File: src/cdsd_pkg.sv
// package for the calendar date shifter
// types, constants and month length helpers shared by the step unit and top level
package cdsd_pkg;

    localparam logic [13:0] YEAR_LIMIT = 14'd16383;
    localparam logic [8:0]  REM_LAST   = 9'd399;
    localparam logic [8:0]  REM_ONE    = 9'd1;
    localparam logic [13:0] RECIP_400  = 14'd10486;
    localparam int          RECIP_SHIFT = 22;
    localparam logic [8:0]  CYCLE_400  = 9'd400;
    localparam logic [3:0]  MONTH_JAN  = 4'd1;
    localparam logic [3:0]  MONTH_FEB  = 4'd2;
    localparam logic [3:0]  MONTH_DEC  = 4'd12;
    localparam logic [4:0]  DAY_FIRST  = 5'd1;
    localparam logic [4:0]  DAY_DEC_END = 5'd31;

    typedef struct packed {
        logic [4:0]         day_in;
        logic [3:0]         month_in;
        logic [13:0]        year_in;
        logic               before_era_in;
        logic signed [15:0] day_count;
    } request_t;

    typedef struct packed {
        logic [4:0]  day_out;
        logic [3:0]  month_out;
        logic [13:0] year_out;
        logic        before_era_out;
        logic        date_invalid;
    } result_t;

    typedef struct packed {
        logic [4:0]  day;
        logic [3:0]  month;
        logic [13:0] year;
        logic        bc;
    } date_t;

    typedef struct packed {
        date_t      date;
        logic [8:0] rem;
        logic       stop;
    } step_t;

    // leap rule on the year modulo 400
    function automatic logic is_leap(input logic [8:0] rem);
        is_leap = (rem[1:0] == 2'd0) && (rem != 9'd100) && (rem != 9'd200)
                  && (rem != 9'd300);
    endfunction

    function automatic logic [4:0] month_days(input logic [3:0] m, input logic leap);
        logic [4:0] len;
        unique case (m)
            4'd1, 4'd3, 4'd5, 4'd7, 4'd8, 4'd10, 4'd12: len = 5'd31;
            4'd4, 4'd6, 4'd9, 4'd11:                     len = 5'd30;
            4'd2:                                        len = leap ? 5'd29 : 5'd28;
            default:                                     len = 5'd0;
        endcase
        month_days = len;
    endfunction

endpackage

File: src/cdsd_step.sv
// one-day step unit: moves a date forward or back by one day
// depends on cdsd_pkg
module cdsd_step (
    input  cdsd_pkg::date_t date,
    input  logic [8:0]      rem,
    input  logic            back,
    output cdsd_pkg::step_t nxt
);
    import cdsd_pkg::*;

    logic       leap;
    logic [4:0] len_cur;
    logic [4:0] len_prev;
    logic [8:0] rem_up;
    logic [8:0] rem_down;

    assign leap     = is_leap(rem);
    assign len_cur  = month_days(date.month, leap);
    assign len_prev = month_days(date.month - 4'd1, leap);
    assign rem_up   = (rem == REM_LAST) ? 9'd0 : rem + 9'd1;
    assign rem_down = (rem == 9'd0) ? REM_LAST : rem - 9'd1;

    always_comb
    begin
        nxt.date = date;
        nxt.rem  = rem;
        nxt.stop = 1'b0;
        if (!back)
        begin
            if (date.day < len_cur)
            begin
                nxt.date.day = date.day + 5'd1;
            end
            else if (date.month < MONTH_DEC)
            begin
                nxt.date.month = date.month + 4'd1;
                nxt.date.day   = DAY_FIRST;
            end
            else if (!date.bc && date.year >= YEAR_LIMIT)
            begin
                nxt.stop = 1'b1;
            end
            else
            begin
                nxt.date.month = MONTH_JAN;
                nxt.date.day   = DAY_FIRST;
                if (date.bc)
                begin
                    if (date.year == 14'd1)
                    begin
                        nxt.date.bc = 1'b0;
                        nxt.rem     = REM_ONE;
                    end
                    else
                    begin
                        nxt.date.year = date.year - 14'd1;
                        nxt.rem       = rem_down;
                    end
                end
                else
                begin
                    nxt.date.year = date.year + 14'd1;
                    nxt.rem       = rem_up;
                end
            end
        end
        else
        begin
            if (date.day > DAY_FIRST)
            begin
                nxt.date.day = date.day - 5'd1;
            end
            else if (date.month > MONTH_JAN)
            begin
                nxt.date.month = date.month - 4'd1;
                nxt.date.day   = len_prev;
            end
            else if (date.bc && date.year >= YEAR_LIMIT)
            begin
                nxt.stop = 1'b1;
            end
            else
            begin
                nxt.date.month = MONTH_DEC;
                nxt.date.day   = DAY_DEC_END;
                if (!date.bc)
                begin
                    if (date.year == 14'd1)
                    begin
                        nxt.date.bc = 1'b1;
                        nxt.rem     = REM_ONE;
                    end
                    else
                    begin
                        nxt.date.year = date.year - 14'd1;
                        nxt.rem       = rem_down;
                    end
                end
                else
                begin
                    nxt.date.year = date.year + 14'd1;
                    nxt.rem       = rem_up;
                end
            end
        end
    end

endmodule

File: src/calendar_date_shift_days_top.sv
// top level of the calendar date shifter: check sequencer around the step unit
// depends on cdsd_pkg and cdsd_step
//
//   channel   handshake            payload
//   request   start / busy         request (request_t)
//   result    done, one cycle      result  (result_t)
//
// an item passes from start to done through S_DIV for the year modulo 400,
// S_CHECK for the date check, S_STEP at one day per cycle through the step unit,
// and a register for the result. an invalid date finishes straight after S_CHECK.
// reaching the year limit ends the walk early.
// busy is high from the accepting edge until done. rst_n clears the sequencer.
// the receiver cannot stall; done is a single-cycle strobe.
module calendar_date_shift_days_top (
    input  logic               clk,
    input  logic               rst_n,
    input  logic               start,
    input  cdsd_pkg::request_t request,
    output logic               busy,
    output logic               done,
    output cdsd_pkg::result_t  result
);
    import cdsd_pkg::*;

    typedef enum logic [3:0] {
        S_IDLE  = 4'b0001,
        S_DIV   = 4'b0010,
        S_CHECK = 4'b0100,
        S_STEP  = 4'b1000
    } state_t;

    state_t     state_reg, state_next;
    date_t      date_reg;
    logic [8:0] rem_reg;
    logic [5:0] quot_reg;
    logic [15:0] count_reg;
    logic       back_reg;
    logic       done_reg;
    result_t    result_reg;

    logic [27:0] prod;
    logic [13:0] quot_x400;
    logic [8:0]  rem_calc;
    logic        date_ok;
    step_t       step;

    assign prod      = {14'd0, date_reg.year} * {14'd0, RECIP_400};
    assign quot_x400 = {8'd0, quot_reg} * {5'd0, CYCLE_400};
    assign rem_calc  = 9'(date_reg.year - quot_x400);
    assign date_ok   = (date_reg.day >= DAY_FIRST) && (date_reg.month >= MONTH_JAN)
                       && (date_reg.month <= MONTH_DEC) && (date_reg.year != 14'd0)
                       && (date_reg.day <= month_days(date_reg.month, is_leap(rem_calc)));

    cdsd_step u_step (
        .date (date_reg),
        .rem  (rem_reg),
        .back (back_reg),
        .nxt  (step)
    );

    always_comb
    begin
        state_next = state_reg;
        unique case (state_reg)
            S_IDLE:  if (start) state_next = S_DIV;
            S_DIV:   state_next = S_CHECK;
            S_CHECK: state_next = date_ok ? S_STEP : S_IDLE;
            S_STEP:  if (count_reg == 16'd0) state_next = S_IDLE;
            default: state_next = S_IDLE;
        endcase
    end

    always_ff @(posedge clk or negedge rst_n)
    begin
        if (!rst_n)
        begin
            state_reg <= S_IDLE;
            done_reg  <= 1'b0;
        end
        else
        begin
            state_reg <= state_next;
            done_reg  <= ((state_reg == S_CHECK) && !date_ok)
                         || ((state_reg == S_STEP) && (count_reg == 16'd0));
        end
    end

    always_ff @(posedge clk)
    begin
        unique case (state_reg)
            S_IDLE:
            begin
                if (start)
                begin
                    date_reg.day   <= request.day_in;
                    date_reg.month <= request.month_in;
                    date_reg.year  <= request.year_in;
                    date_reg.bc    <= request.before_era_in;
                    back_reg       <= request.day_count[15];
                    count_reg      <= request.day_count[15]
                                      ? 16'(-request.day_count) : request.day_count;
                end
            end
            S_DIV:
            begin
                quot_reg <= prod[RECIP_SHIFT +: 6];
            end
            S_CHECK:
            begin
                rem_reg <= rem_calc;
                if (!date_ok)
                begin
                    result_reg.day_out        <= date_reg.day;
                    result_reg.month_out      <= date_reg.month;
                    result_reg.year_out       <= date_reg.year;
                    result_reg.before_era_out <= date_reg.bc;
                    result_reg.date_invalid   <= 1'b1;
                end
            end
            S_STEP:
            begin
                if (count_reg == 16'd0)
                begin
                    result_reg.day_out        <= date_reg.day;
                    result_reg.month_out      <= date_reg.month;
                    result_reg.year_out       <= date_reg.year;
                    result_reg.before_era_out <= date_reg.bc;
                    result_reg.date_invalid   <= 1'b0;
                end
                else if (step.stop)
                begin
                    count_reg <= 16'd0;
                end
                else
                begin
                    date_reg  <= step.date;
                    rem_reg   <= step.rem;
                    count_reg <= count_reg - 16'd1;
                end
            end
            default:
            begin
            end
        endcase
    end

    assign busy   = (state_reg != S_IDLE);
    assign done   = done_reg;
    assign result = result_reg;

endmodule

File: config.mk
export PLATFORM = sky130hd
export DESIGN_NAME = calendar_date_shift_days_top
export DESIGN_NICKNAME = d
export VERILOG_FILES = /design/src/cdsd_pkg.sv /design/src/cdsd_step.sv /design/src/calendar_date_shift_days_top.sv
export SDC_FILE = /design/constraint.sdc
export NUM_CORES = 1
export LEC_CHECK = 0
export ABC_AREA = 1
export BUFFER_PORTS_ARGS = -buffer_cell sky130_fd_sc_hd__buf_2
export CORE_MARGIN = 2
export CORE_UTILIZATION = 30
export DETAILED_ROUTE_END_ITERATION = 8
export PLACE_DENSITY_LB_ADDON = 0.12
export RECOVER_POWER = 50
export SETUP_SLACK_MARGIN = 0.1
export SKIP_LAST_GASP = 1
export SYNTH_ARGS = -nofsm -noshare
export SYNTH_HDL_FRONTEND = slang
export SYNTH_SLANG_ARGS = --single-unit
File: constraint.sdc
create_clock -name clk -period 10.05 [get_ports clk]
set_input_delay 1.5075 -clock clk [delete_from_list [all_inputs] [get_ports clk]]
set_output_delay 1.5075 -clock clk [all_outputs]
set_load 0.05 [all_outputs]
==> impl_results.md <==
- Final hold violations: 0
- Seq/Total Area, Yosys: 24.6%
- Tmin final: 5.18 ns
- Avg Vias per Cell: 4.68
- Area share of the largest cell type after synthesis: between 20% and 30%
- Die area: 35800 um2
- Highest Clock Rate: about 190 MHz
- Final routed DRC violation total: 0
- Library cells used by synthesis: between 50 and 60
- Layout area overhead: 10.3%
- Number of flops mapped to enable cells by yosys: 80
- Antenna Cells: 0
- Synth async-reset ratio: 5.88%
- CP Launch Point: state_reg[0]
- Max FFs per register: 25
- RSZ-0062 raised after global routing: false
- Clock latency on the worst-skew pair: 0.36 ns
- Most frequent cell after synthesis: inv_1
- Initial Util: 30.6%
- CTS H-tree depth: 3
- Hold Startpoint: state_reg[1]
- Max_cap viols: 2
- Worst EP arrival: roughly 5.2 ns
- Num rows: 67
- Layout cells sized above 1: ~8.0%
- Post-Syn Area: just over 10000 um2
- Synth Flop Type: edfxtp_1
- Run status: finished with violations
- Die Ht: 189 um
- GRT overflow: 0
- Commonest cells in the netlist: inv_1 (225), nand2_1 (207), ha_1 (147)
- Pins Over Slew Limit: 64
- Clock transition at path regs: 0.07 ns
- Core Region: 33600 um2
- Total CTS buffers: 9
- DR vias: 8258
- Worst hold slack: between 0.5 and 0.6 ns
- Critical Path Sink Type: flop
- Total GRT Usage: 16.8%
- Critical path type: flop to flop
- Longest Clk Path Bufs: 2
- Worst hold-check path type: flop to flop
- Post-route ant nets: 0
- Syn nets: 1496
- Pre-Repair DR Iteration Count: 5
- YS warnings: 0
- Relative slew margins: -73.7%
- Initial antenna violation count: 0
- Worst Skew: approximately 0.011 ns
- Final period utilization: 51.6%
- Worst reg2reg path startpoint: state_reg[0]
- Ranking of synthesized cells by area: edfxtp_1 (23%), ha_1 (18%), fa_1 (12%)
- Post-cts resize count: 0
- # nets final: 1564
- Failing checks: capacitance limit, slew limit
- Initial DRC Count: 503
- Filler instances: about 3600
- TritonCTS Sinks: 85
- Post-Syn Area per Cell: approximately 8.3 um2
- CP max FO: 48
- Post-CTS setup buffers: 0
- Register bit count reported by yosys: 85
- Drt total wl: about 29 mm
- Die W: 189 um
- Largest area contributor in the netlist: edfxtp_1
- CTS tree: done
- Ports: 70
- Worst-Margin Slew: 2.61 ns
- Cells after Synth: 1243
- Crit start category: flop
- Clock root cell: clkbuf_16
- Hpwl dp: about 23 mm
- CTS Hold Bufs: 0
- First-pass GRT wire length: roughly 47 mm
- Worst Path Required: 10.03 ns
- Final Wtd Congestion: between 0.8 and 0.9
- Port Buf Inserts: 69
- Setup TNS: 0 ns
- WL/cell: 16.3 um
- Final-report setup violation count: 0
- Vias in the first global route: 8570
- Pin count of the biggest net entering global routing: ~50
[per-layer routing]
metal | GRT usage [%] | routed length (um) | up-vias
met5 | 0 | 0 | -
met4 | 4.21 | 487 | 0
met3 | 2.24 | 883 | 24
met2 | 28.2 | 13600 | 138
met1 | 22.8 | 13900 | 3869
li1 | - | - | 4227
[cell type report]
cell class | count | area, um2 | share of cell area (%)
Sequential cell | 85 | 2530 | 22.3
Inverter | 233 | 875 | 7.71
Tap cell | 448 | 561 | 4.94
Clock buffer | 9 | 225 | 1.99
Multi-Input combinational cell | 908 | 6760 | 59.6
Clock inverter | 7 | 61.3 | 0.540
Timing Repair Buffer | 74 | 335 | 2.96
[worst paths after layout]
kind,to,slack [ns],depth (start not counted)
min in group asynchronous,state_reg[3],1.01,1
hold reg to reg,state_reg[2],0.58,2
setup reg to reg,rem_reg[0],4.87,10
hold / removal,state_reg[2],0.58,2
setup / recovery,rem_reg[0],4.87,10
max in group asynchronous,state_reg[0],8.74,1
[cells in the final DEF, fill, tap and decap left out, drive strengths merged, types with 2 or more instances in the layout]
cell type  Yosys  final
xnor2         11     11
buf           12     42
nand2        219    219
nor4           4      4
or2            2      2
nand3b         2      2
ha           147    147
nor3          25     25
xor2          53     53
nand4         20     20
dfrtp          4      4
a21oi         38     38
nor2         110    110
edfxtp        80     80
a31oi          4      4
clkbuf         5     41
clkinv         1      6
a221oi         2      2
o21bai         3      3
o21ai         68     68
inv          232    232
o211ai        17     17
a21o           2      2
o311ai         2      2
a21boi         3      3
nand3         90     90
o21a           2      2
a211o          2      2
o22ai         12     12
fa            63     63
a32oi          2      2
clkinvlp       0      2
[through the flow]
step | worst slack, ns | utilization [%] | instances | instance area (um2)
CTS | 5.05 | 34.0 | 1764 | 11400
global route | 4.45 | 33.7 | 1764 | 11300
detailed placement | 5.07 | 33.1 | 1748 | 11100
floorplan | 5.51 | - | 1243 | 10300
global placement | 5.15 | 33.1 | 1748 | 11100
finish | 4.87 | 33.7 | 1764 | 11300
[worst max-delay path: stages, from the launching register on]
cell	delay, ns
dfstp_2	0.56
inv_2	0.04
nand2_1	0.08
nor2_1	0.33
clkinv_1	0.11
clkbuf_1	1.85
nor2_1	0.33
inv_1	0.24
nor2_1	0.10
a2111o_1	0.36
nor2_1	0.77
[logic make-up after synthesis]
kind of cell               count (synthesis)  share of synthesized area (%)
buffers and inverters                    250                           9.42
adders and majority gates                210                           30.2
AOI/OAI and AO/OA                        161                           9.68
DFF                                       85                           24.6
and+or+nand+nor                          473                           20.7
xor gates and xnor gates                  64                           5.45
Power is left out: the tool's default activity adds up to more than one toggle a clock period on the data nets, which glitch-free logic cannot reach.
